File: src/hdl/rxh_pkg.sv
`default_nettype none

package rxh_pkg;

   localparam int HASH_WIDTH  = 64;
   localparam int BYTE_WIDTH  = 8;
   localparam int SHIFT_WIDTH = 6;
   localparam int CSR_WIDTH   = 2;

   localparam logic [SHIFT_WIDTH-1:0] SHIFT_MASK = 6'h3F;
   localparam logic [SHIFT_WIDTH-1:0] HALF_TURN  = 6'd32;

   localparam logic                  COUNT_DOWN_RESET = 1'b0;
   localparam logic                  XOR_EN_RESET     = 1'b1;
   localparam logic [HASH_WIDTH-1:0] XOR_VALUE_RESET  = '0;

   typedef enum logic [CSR_WIDTH-1:0] {
      CSR_COUNT_DOWN_MODE  = 2'd0,
      CSR_FINAL_XOR_ENABLE = 2'd1,
      CSR_FINAL_XOR_VALUE  = 2'd2
   } csr_index_type;

   typedef struct packed {
      logic [BYTE_WIDTH-1:0] length_low;
      logic [BYTE_WIDTH-1:0] data_byte;
      logic                  first_item;
      logic                  last_item;
      logic                  no_byte;
   } request_type;

endpackage

`default_nettype wire

File: src/hdl/rotate_xor_hash64.sv
// rotate_xor_hash64: streaming 64-bit rotate/XOR hash, one byte per request.
// Request channel (req_*): tdata carries data_byte and length_low, tuser
// carries first_item and no_byte, tlast marks the last request of a message.
// Response channel (rsp_*): one 64-bit hash per message, sent after the
// request marked tlast, final XOR applied when enabled.
// Configuration (csr_*): write-only, one register per cycle. The user must
// write them only while idle; the block itself does not enforce this.
// Throughput: one request per cycle while req_tready is high; the update is a
// single add, mask, 64-bit barrel rotate and XOR from input to hash register.
// Response: a tlast request waits in the input register, then its hash is
// loaded into the result register that drives rsp_tvalid.
// Stall: while a response waits on rsp_tready, requests that end no message
// still flow; a further tlast request waits in the input register and
// req_tready drops until the response is taken.
// Reset: clears the hash, the counter, all valid flags and the registers to
// count-up mode, final XOR enabled with value zero.
`default_nettype none

module rotate_xor_hash64 (
   input  wire logic        clock,
   input  wire logic        reset,

   input  wire logic        req_tvalid,
   output      logic        req_tready,
   input  wire logic [15:0] req_tdata,   // data_byte[7:0], length_low[15:8]
   input  wire logic [1:0]  req_tuser,   // first_item[0], no_byte[1]
   input  wire logic        req_tlast,

   output      logic        rsp_tvalid,
   input  wire logic        rsp_tready,
   output      logic [63:0] rsp_tdata,   // hash_value[63:0]

   input  wire logic        csr_we,
   input  wire logic [rxh_pkg::CSR_WIDTH-1:0]  csr_index,
   input  wire logic [rxh_pkg::HASH_WIDTH-1:0] csr_wdata
);

   logic                              count_down_ff;
   logic                              xor_en_ff;
   logic [rxh_pkg::HASH_WIDTH-1:0]    xor_value_ff;

   rxh_pkg::request_type              req_ff, req_in;
   logic                              req_valid_ff, req_valid_in;

   logic [rxh_pkg::HASH_WIDTH-1:0]    hash_ff, hash_in;
   logic [rxh_pkg::BYTE_WIDTH-1:0]    count_ff, count_in;

   logic                              rsp_valid_ff, rsp_valid_in;
   logic [rxh_pkg::HASH_WIDTH-1:0]    rsp_data_ff, rsp_data_in;

   logic                              advance;
   logic [rxh_pkg::HASH_WIDTH-1:0]    hash_base, hash_mix, hash_rot;
   logic [rxh_pkg::BYTE_WIDTH-1:0]    count_base, byte_sum;
   logic [rxh_pkg::SHIFT_WIDTH-1:0]   shift;
   logic [rxh_pkg::SHIFT_WIDTH:0]     back_shift;

   // configuration
   always_ff @(posedge clock) begin
      if (reset) begin
         count_down_ff <= rxh_pkg::COUNT_DOWN_RESET;
         xor_en_ff     <= rxh_pkg::XOR_EN_RESET;
         xor_value_ff  <= rxh_pkg::XOR_VALUE_RESET;
      end else if (csr_we) begin
         unique case (rxh_pkg::csr_index_type'(csr_index))
            rxh_pkg::CSR_COUNT_DOWN_MODE:  count_down_ff <= csr_wdata[0];
            rxh_pkg::CSR_FINAL_XOR_ENABLE: xor_en_ff     <= csr_wdata[0];
            rxh_pkg::CSR_FINAL_XOR_VALUE:  xor_value_ff  <= csr_wdata;
            default: ;
         endcase
      end
   end

   // a last request may only go ahead once the result register is free
   assign advance    = req_valid_ff &&
                       !(req_ff.last_item && rsp_valid_ff && !rsp_tready);
   assign req_tready = !req_valid_ff || advance;

   always_comb begin
      req_in.data_byte  = req_tdata[7:0];
      req_in.length_low = req_tdata[15:8];
      req_in.first_item = req_tuser[0];
      req_in.no_byte    = req_tuser[1];
      req_in.last_item  = req_tlast;
      req_valid_in      = req_tready ? req_tvalid : req_valid_ff;
   end

   // hash update
   always_comb begin
      hash_base  = req_ff.first_item ? '0 : hash_ff;
      count_base = req_ff.first_item ?
                   (count_down_ff ? req_ff.length_low : '0) : count_ff;

      hash_mix   = hash_base ^ {{(rxh_pkg::HASH_WIDTH-rxh_pkg::BYTE_WIDTH){1'b0}},
                                req_ff.data_byte};
      byte_sum   = req_ff.data_byte + count_base;
      shift      = byte_sum[rxh_pkg::SHIFT_WIDTH-1:0] & rxh_pkg::SHIFT_MASK;
      back_shift = (rxh_pkg::SHIFT_WIDTH+1)'(rxh_pkg::HASH_WIDTH) -
                   {1'b0, shift};
      hash_rot   = (hash_mix << shift) | (hash_mix >> back_shift);

      hash_in  = hash_ff;
      count_in = count_ff;
      if (advance) begin
         hash_in  = hash_base;
         count_in = count_base;
         if (!req_ff.no_byte) begin
            if (shift == '0 || shift == rxh_pkg::HALF_TURN) begin
               hash_in = hash_mix;
            end else begin
               hash_in = hash_mix ^ hash_rot;
            end
            count_in = count_down_ff ? count_base - 8'd1 : count_base + 8'd1;
         end
      end

      rsp_valid_in = rsp_valid_ff && !rsp_tready;
      rsp_data_in  = rsp_data_ff;
      if (advance && req_ff.last_item) begin
         rsp_valid_in = 1'b1;
         rsp_data_in  = xor_en_ff ? (hash_in ^ xor_value_ff) : hash_in;
      end
   end

   always_ff @(posedge clock) begin
      if (reset) begin
         req_valid_ff <= 1'b0;
         rsp_valid_ff <= 1'b0;
         hash_ff      <= '0;
         count_ff     <= '0;
      end else begin
         req_valid_ff <= req_valid_in;
         rsp_valid_ff <= rsp_valid_in;
         hash_ff      <= hash_in;
         count_ff     <= count_in;
      end
   end

   always_ff @(posedge clock) begin
      if (req_tready) begin
         req_ff <= req_in;
      end
      rsp_data_ff <= rsp_data_in;
   end

   assign rsp_tvalid = rsp_valid_ff;
   assign rsp_tdata  = rsp_data_ff;

endmodule

`default_nettype wire

File: config.mk
export PLATFORM = sky130hd
export DESIGN_NAME = rotate_xor_hash64
export DESIGN_NICKNAME = d
export VERILOG_FILES = /design/src/hdl/rxh_pkg.sv /design/src/hdl/rotate_xor_hash64.sv
export SDC_FILE = /design/constraint.sdc
export NUM_CORES = 1
export LEC_CHECK = 0
export ABC_CLOCK_PERIOD_IN_PS = 12000
export BUFFER_PORTS_ARGS = -buffer_cell sky130_fd_sc_hd__clkbuf_2
export CAP_MARGIN = 15
export CORE_MARGIN = 4
export CORE_UTILIZATION = 50
export CTS_CLUSTER_SIZE = 14
export DETAILED_ROUTE_END_ITERATION = 10
export PLACE_DENSITY_LB_ADDON = 0.05
export SYNTH_ARGS = -nofsm -noshare
export SYNTH_HDL_FRONTEND = slang
export SYNTH_SLANG_ARGS = --single-unit
File: constraint.sdc
create_clock -name clock -period 12 [get_ports clock]
set_input_delay 0.6 -clock clock [delete_from_list [all_inputs] [get_ports clock]]
set_output_delay 0.6 -clock clock [all_outputs]
set_load 0.01 [all_outputs]
==> qor.csv, run 1 <==
metric;value;unit
Root Buffer;clkbuf_16;
Fillers;3438;
Yosys top cell by area;dfxtp_1;
total global routing overflow;0;
fin crit period;7.44;ns
Clock Tree Buf Depth;3;
power share of the sequential group;0.346;
cell-internal power;0.00151;W
Pleak;7.24;nW
pin count of the biggest net entering global routing;87;
GRT Max-Usage Layer;met1;
Synth Register Bits;219;
die span in y;198;um
share of the synthesized area in the top cell type;0.153;
Crit path depth;17;
hold_buf cts;0;
DRC viols;0;
Layout area overhead;8.78;%
clock share of power;0.313;
GR Layer Usage met2;0.485;
outcome;completed;
worst slew pin tran;1.04;ns
Synth Instances;2259;
Post-CTS Setup Inserts;0;
Worst-path clk slew;0.06;ns
worst stage delay on the critical path;0.78;ns
Slowest cell on crit path;xnor3_2;
Hold WS;0.185;ns
first-pass GRT wire length;101000;um
critical path startpoint category;flop;
peak supply drop;0.104;mV
DR vias;17500;
clock latency on the worst-skew pair;0.59;ns
H-tree level count;1;
Detailed Routing Iterations Pass 1;8;
R2R setup slack;4.56;ns
cts bufs inserted;25;
GRT met1 Usage;0.489;
Critical Path AT;7.72;ns
RSZ-0062 raised after global routing;no;
FF-to-FF End;rsp_tdata[1]$_DFFE_PP_;
syn_nets;2361;
design area;19700;um2
initial antenna violation count;0;
layout cells sized above 1;0.145;
initial cell density of the core;0.508;
sw power;0.000899;W
worst path cell trace;buf_4 -> inv_1 -> a21oi_1 -> fa_2 -> buf_4 -> ha_1 -> xnor3_2 -> buf_4 -> mux2i_1 -> mux2i_1 -> mux4_2 -> a221oi_2 -> o21a_1 -> o21a_2 -> a21oi_2 -> a211oi_2 -> xnor2_1;
Mapped Area;18100;um2
RR Startpoint;req_ff[2]$_DFFE_PP_;
chip width;198;um
part of the power in combinational logic;0.340;
Final nets;2381;
buffers and inverters on the worst path;4;
# IOs;156;
PwrDens;122;nW/um2
post-synthesis sequential area ratio;0.287;
clk sinks;219;
grt met3 use;0.0808;
fin. max-slew vios;0;
switch share;0.374;
Synthesis Warnings;0;
critical setup path kind;reg -> reg;
Slew HR;0.297;
end point of the critical path;rsp_tdata[1]$_DFFE_PP_;
GPL Wtd Cong;1.02;
die area;39300;um2
asr flop ratio synth;0;
Final Hold Fails;0;
crit-path leading delay family;buffers and inverters;
Placed Area;18900;um2
GRT Total Usage;0.334;
Worst Setup SP;req_ff[2]$_DFFE_PP_;
main area contributors after synthesis;dfxtp_1 15%, edfxtp_1 13%, mux2i_1 13%;
detailed-route vias per instance;6.34;
post-cts resize count;0;
Critical Path RT;12.29;ns
R2R depth;17;
Core Box Area;35700;um2
Sum Neg Setup Slack;0;ns
CP most frequent cell;buf_4;
max-cap viol count;0;
Initial DRC Count;1913;
Setup crit end kind;flop;
worst-path fanout max;69;
post-DR wirelength/cell;24.5;um
total wire length;67500;um
Synth Flop Type;dfxtp_1;
Setup Viol. Count Final;0;
HPWL Detailed;49900;um
fin crit share;0.620;
Worst Hold Class;in -> reg;
Synth Area per Inst;8.01;um2
Worst Skew;0.0485;ns
num rows;69;
Cell variety after synth;85;
PortBufs;153;
Routed Antenna Nets;0;
vias in the first global route;16400;
Post-synth EDFFs;81;
TritonCTS clock tree;done;
f_max;134;MHz
## synthesized netlist by cell type (all sizes together), types with 9 or more instances
library cell / number
ha: 10
mux4: 32
a21oi: 237
a22oi: 15
o22ai: 11
nand3: 51
nand2b: 65
nand2: 494
a211oi: 34
inv: 18
mux2: 27
nor2b: 24
nor2: 150
xor2: 100
xnor2: 38
a32oi: 14
and3: 15
o211ai: 34
o21ai: 54
o21a: 13
nor3: 36
edfxtp: 81
clkbuf: 95
dfxtp: 138
buf: 97
a221oi: 9
mux2i: 228
a31oi: 23
o311ai: 9
## flip-flops by register name, summed over array words and instances, names as in the netlist
name,cells
rsp_tvalid,1
xor_value_ff,64
req_ff,17
count_ff,6
count_down_ff,1
req_valid_ff,1
xor_en_ff,1
rsp_tdata,64
hash_ff,64
## per-stage QoR
step	total power [W]	setup slack [ns]	instances	util
2_1_floorplan	0.00143	6.49	2259	-
3_3_place_gp	0.00163	4.78	2713	0.530
3_5_place_dp	0.00164	4.68	2713	0.530
4_1_cts	0.00240	4.68	2758	0.552
5_1_grt	0.00250	4.25	2758	0.552
6_report	0.00241	4.56	2759	0.552
## routing by layer
metal | routed length (um) | part of all wire
met2 | 28100 | 0.42
met4 | 2740 | 0.041
met5 | 0 | 0
met1 | 29600 | 0.44
met3 | 7200 | 0.11
## cells in the final DEF (no fill, tap or decap), types with 34 or more instances in the layout
cell	count
a21oi_1	234
clkbuf_2	152
dfxtp_1	137
edfxtp_1	81
mux2i_1	228
nand2_1	491
nand2b_1	65
nand3_1	50
nor2_1	147
o21ai_0	47
xnor2_1	34
xor2_1	98
## cells by family after synthesis
logic type,after synthesis,share of synthesized area
xor+xnor,142,0.0738
simple gates,874,0.211
buf+inv,210,0.0533
fa+ha+maj,12,0.00913
flops,219,0.287
mux,287,0.183
compound gates,515,0.183
## how the worst min path moves through the flow
| stage | depth (start not counted) | startpoint | end |
|---|---|---|---|
| after floorplan | 2 | count_ff[0]$_SDFFE_PP0P_ | count_ff[0]$_SDFFE_PP0P_ |
| after global placement | 2 | count_ff[1]$_SDFFE_PP0P_ | count_ff[1]$_SDFFE_PP0P_ |
| after detailed placement | 2 | xor_value_ff[54]$_SDFFE_PP0P_ | xor_value_ff[54]$_SDFFE_PP0P_ |
| after CTS | 1 | req_tdata[9] | req_ff[12]$_DFFE_PP_ |
| after global routing | 1 | req_tdata[8] | req_ff[11]$_DFFE_PP_ |
| final | 1 | req_tdata[9] | req_ff[12]$_DFFE_PP_ |
## cell type report
class / instances / area [um2] / share of cell area
Clock buffer: 34 / 689 / 0.0350
Timing Repair Buffer: 185 / 1010 / 0.0512
Tap cell: 461 / 577 / 0.0293
Inverter: 18 / 67.6 / 0.00343
Sequential cell: 219 / 5200 / 0.264
Clock inverter: 11 / 106 / 0.00540
Multi-Input combinational cell: 1830 / 12000 / 0.612
Antenna cell: 1 / 2.50 / 0.000127
## power by group through the flow
stage / clock network, W / logic (W) / registers, W
4_1_cts: 0.000773 / 0.000795 / 0.000832
3_5_place_dp: 0 / 0.000793 / 0.000847
6_report: 0.000754 / 0.000819 / 0.000833
2_1_floorplan: 0 / 0.000588 / 0.000838
5_1_grt: 0.000804 / 0.000863 / 0.000836
3_3_place_gp: 0 / 0.000788 / 0.000847
Note: power is estimated with default switching activity, not from simulation.
==> inputs of run 2 (changes only) <==
- ABC_CLOCK_PERIOD_IN_PS: 12000 -> 7780
- clock period: 12 -> 7.78 ns (I/O delays scaled with it)
==> run 2 against run 1 <==
Compared with the run above:
- sequential share of layout area fell by 0.18 points
- sequential cell count did not move
- largest power group is now combinational logic
- clock skew is 0.034 ns lower
- largest cell class unchanged
- register-to-register slack worse by 3.3 ns
- global-route usage is 1.4 points higher
- first-iteration DRC count rose by 5.8%
- sequential power grew 55%
- core utilization rose by 0.39 points
- count of clock-buffer cells in the layout decreased by 1
- worst hold slack worse by 0.15 ns
==> qor.csv, run 2 (synthesis gave the netlist of run 1 again) <==
metric;value;unit;change
outcome;completed;;
Initial DRC Count;2024;;+5.8%
die span in y;198;um;unchanged
total wire length;70600;um;+4.4%
Core Box Area;35700;um2;unchanged
most common cell after layout, fill and taps aside;nand2_1;;
PortBufs;153;;unchanged
Final nets;2393;;+0.50%
Worst Setup SP;req_ff[2]$_DFFE_PP_;;
initial antenna violation count;0;;unchanged
clock latency on the worst-skew pair;0.53;ns;-0.06 ns
peak supply drop;0.173;mV;+67%
crit-path leading delay family;compound AO/OA/AOI/OAI gates;;
num rows;69;;unchanged
Pleak;7.33;nW;+1.3%
Final Hold Fails;0;;unchanged
critical path startpoint category;flop;;
clk sinks;219;;unchanged
Post-CTS Setup Inserts;0;;unchanged
ant diodes;0;;-1
Final Instance Count excl. Fillers;2768;;+0.33%
Layout Utilization;0.556;;+0.00386
Critical Path AT;6.73;ns;-0.99 ns
buffers and inverters on the worst path;2;;-2
Critical Path RT;8.03;ns;-4.26 ns
placed insts;2726;;+0.48%
RSZ-0062 raised after global routing;no;;
post-cts resize count;0;;unchanged
vias in the first global route;16600;;+1.5%
GPL Wtd Cong;1.03;;+0.79%
Layout area overhead;9.54;%;
cell-internal power;0.00242;W;+60%
DRC viols;0;;unchanged
power share of the sequential group;0.340;;-0.006
H-tree level count;1;;unchanged
Slew HR;0.203;;-0.0936
layout cells sized above 1;0.149;;+0.00414
first-pass GRT wire length;105000;um;+4.0%
critical setup path kind;reg -> reg;;
most frequent cells in the layout;491 x nand2_1, 234 x a21oi_1, 228 x mux2i_1;;
worst-path fanout max;47;;-32%
clock share of power;0.319;;+0.006
GRT Total Usage;0.349;;+0.0144
fin crit period;6.48;ns;-0.955 ns
die area;39300;um2;unchanged
Setup crit end kind;flop;;
HPWL Detailed;51900;um;+4.1%
cts bufs inserted;23;;-8.0%
Hold WS;0.0346;ns;-0.150 ns
max-cap viol count;0;;unchanged
Clock Tree Buf Depth;3;;unchanged
chip width;198;um;unchanged
DR vias;17700;;+1.4%
detailed-route vias per instance;6.41;;+1.1%
Worst-path clk slew;0.07;ns;about the same
worst path cell trace;o21ai_0 -> ha_4 -> inv_1 -> ha_1 -> xnor3_2 -> buf_4 -> mux2_2 -> nor3_1 -> a211oi_1 -> mux2i_1 -> a221oi_1 -> nor4_1 -> o21ai_1 -> nor2_1 -> a221oi_2 -> xor2_1;;
fin. max-slew vios;0;;unchanged
total power after layout;0.00379;W;+58%
Slowest cell on crit path;xnor3_2;;
RR Startpoint;req_ff[2]$_DFFE_PP_;;
hold_buf cts;0;;unchanged
Worst Skew;0.0144;ns;-0.0341 ns
worst stage delay on the critical path;0.81;ns;+0.03 ns
Detailed Routing Iterations Pass 1;6;;-2
sw power;0.00138;W;+53%
worst slew pin tran;1.19;ns;+0.144 ns
PwrDens;191;nW/um2;+56%
total global routing overflow;0;;unchanged
switch share;0.363;;-0.0110
Routed Antenna Nets;0;;unchanged
# IOs;156;;unchanged
Setup Viol. Count Final;0;;unchanged
f_max;154;MHz;+15%
pin count of the biggest net entering global routing;99;;+14%
TritonCTS clock tree;done;;
Root Buffer;clkbuf_16;;
initial cell density of the core;0.508;;unchanged
post-DR wirelength/cell;25.5;um;+4.1%
Sum Neg Setup Slack;0;ns;unchanged
Hold Path Origin;req_tuser[1];;
fin crit share;0.833;;+0.213
Worst Hold Class;in -> reg;;
part of the power in combinational logic;0.342;;+0.002
-- run 2: cell types whose count changed in the layout (fill, tap and decap cells not counted), sizes merged --
cell / change
diode: -1
bufinv: +2
buf: +13
clkinvlp: -3
inv: -2
-- run 2: power by group through the flow --
stage          logic (W)  clock network, W  registers, W
4_1_cts          0.00126           0.00122       0.00128
2_1_floorplan   0.000906                 0       0.00129
3_3_place_gp     0.00125                 0       0.00131
5_1_grt          0.00136           0.00127       0.00129
3_5_place_dp     0.00125                 0       0.00131
6_report         0.00130           0.00121       0.00129
-- run 2: metrics by stage --
step	setup slack, ns	area (um2)
detailed placement	1.52	19000
CTS	1.50	19800
finish	1.30	19800
global route	0.994	19800
floorplan	2.27	18100
global placement	1.62	19000
-- run 2: final timing paths --
kind | end | slack, ns | depth (start not counted)
max reg2reg | rsp_tdata[0]$_DFFE_PP_ | 1.30 | 16
max | rsp_tdata[0]$_DFFE_PP_ | 1.30 | 16
min | req_ff[0]$_DFFE_PP_ | 0.03 | 1
min reg2reg | xor_value_ff[10]$_SDFFE_PP0P_ | 0.45 | 2
-- run 2: worst reg2reg max path: stages, from the launching register on --
cell and delay (ns):
edfxtp_1 0.62, o21ai_0 0.63, ha_4 0.49, inv_1 0.44, ha_1 0.41, xnor3_2 0.81
buf_4 0.47, mux2_2 0.24, nor3_1 0.04, a211oi_1 0.49, mux2i_1 0.14, a221oi_1 0.42
nor4_1 0.09, o21ai_1 0.22, nor2_1 0.09, a221oi_2 0.47, xor2_1 0.13
-- run 2: final cells by class --
class / instances / area [um2]
Fill cell: 3448 / 15800
Multi-Input combinational cell: 1830 / 12000
Sequential cell: 219 / 5200
Timing Repair Buffer: 199 / 1110
Clock buffer: 33 / 717
Tap cell: 461 / 577
Clock inverter: 8 / 116
Inverter: 18 / 67.6
-- run 2: routing by layer --
| layer | GRT usage | part of all wire | vias to the layer above |
|---|---|---|---|
| met5 | 0 | 0 | - |
| met3 | 0.0803 | 0.11 | 162 |
| met2 | 0.513 | 0.42 | 998 |
| met1 | 0.510 | 0.43 | 8500 |
| met4 | 0.106 | 0.035 | 0 |
| li1 | - | - | 8076 |
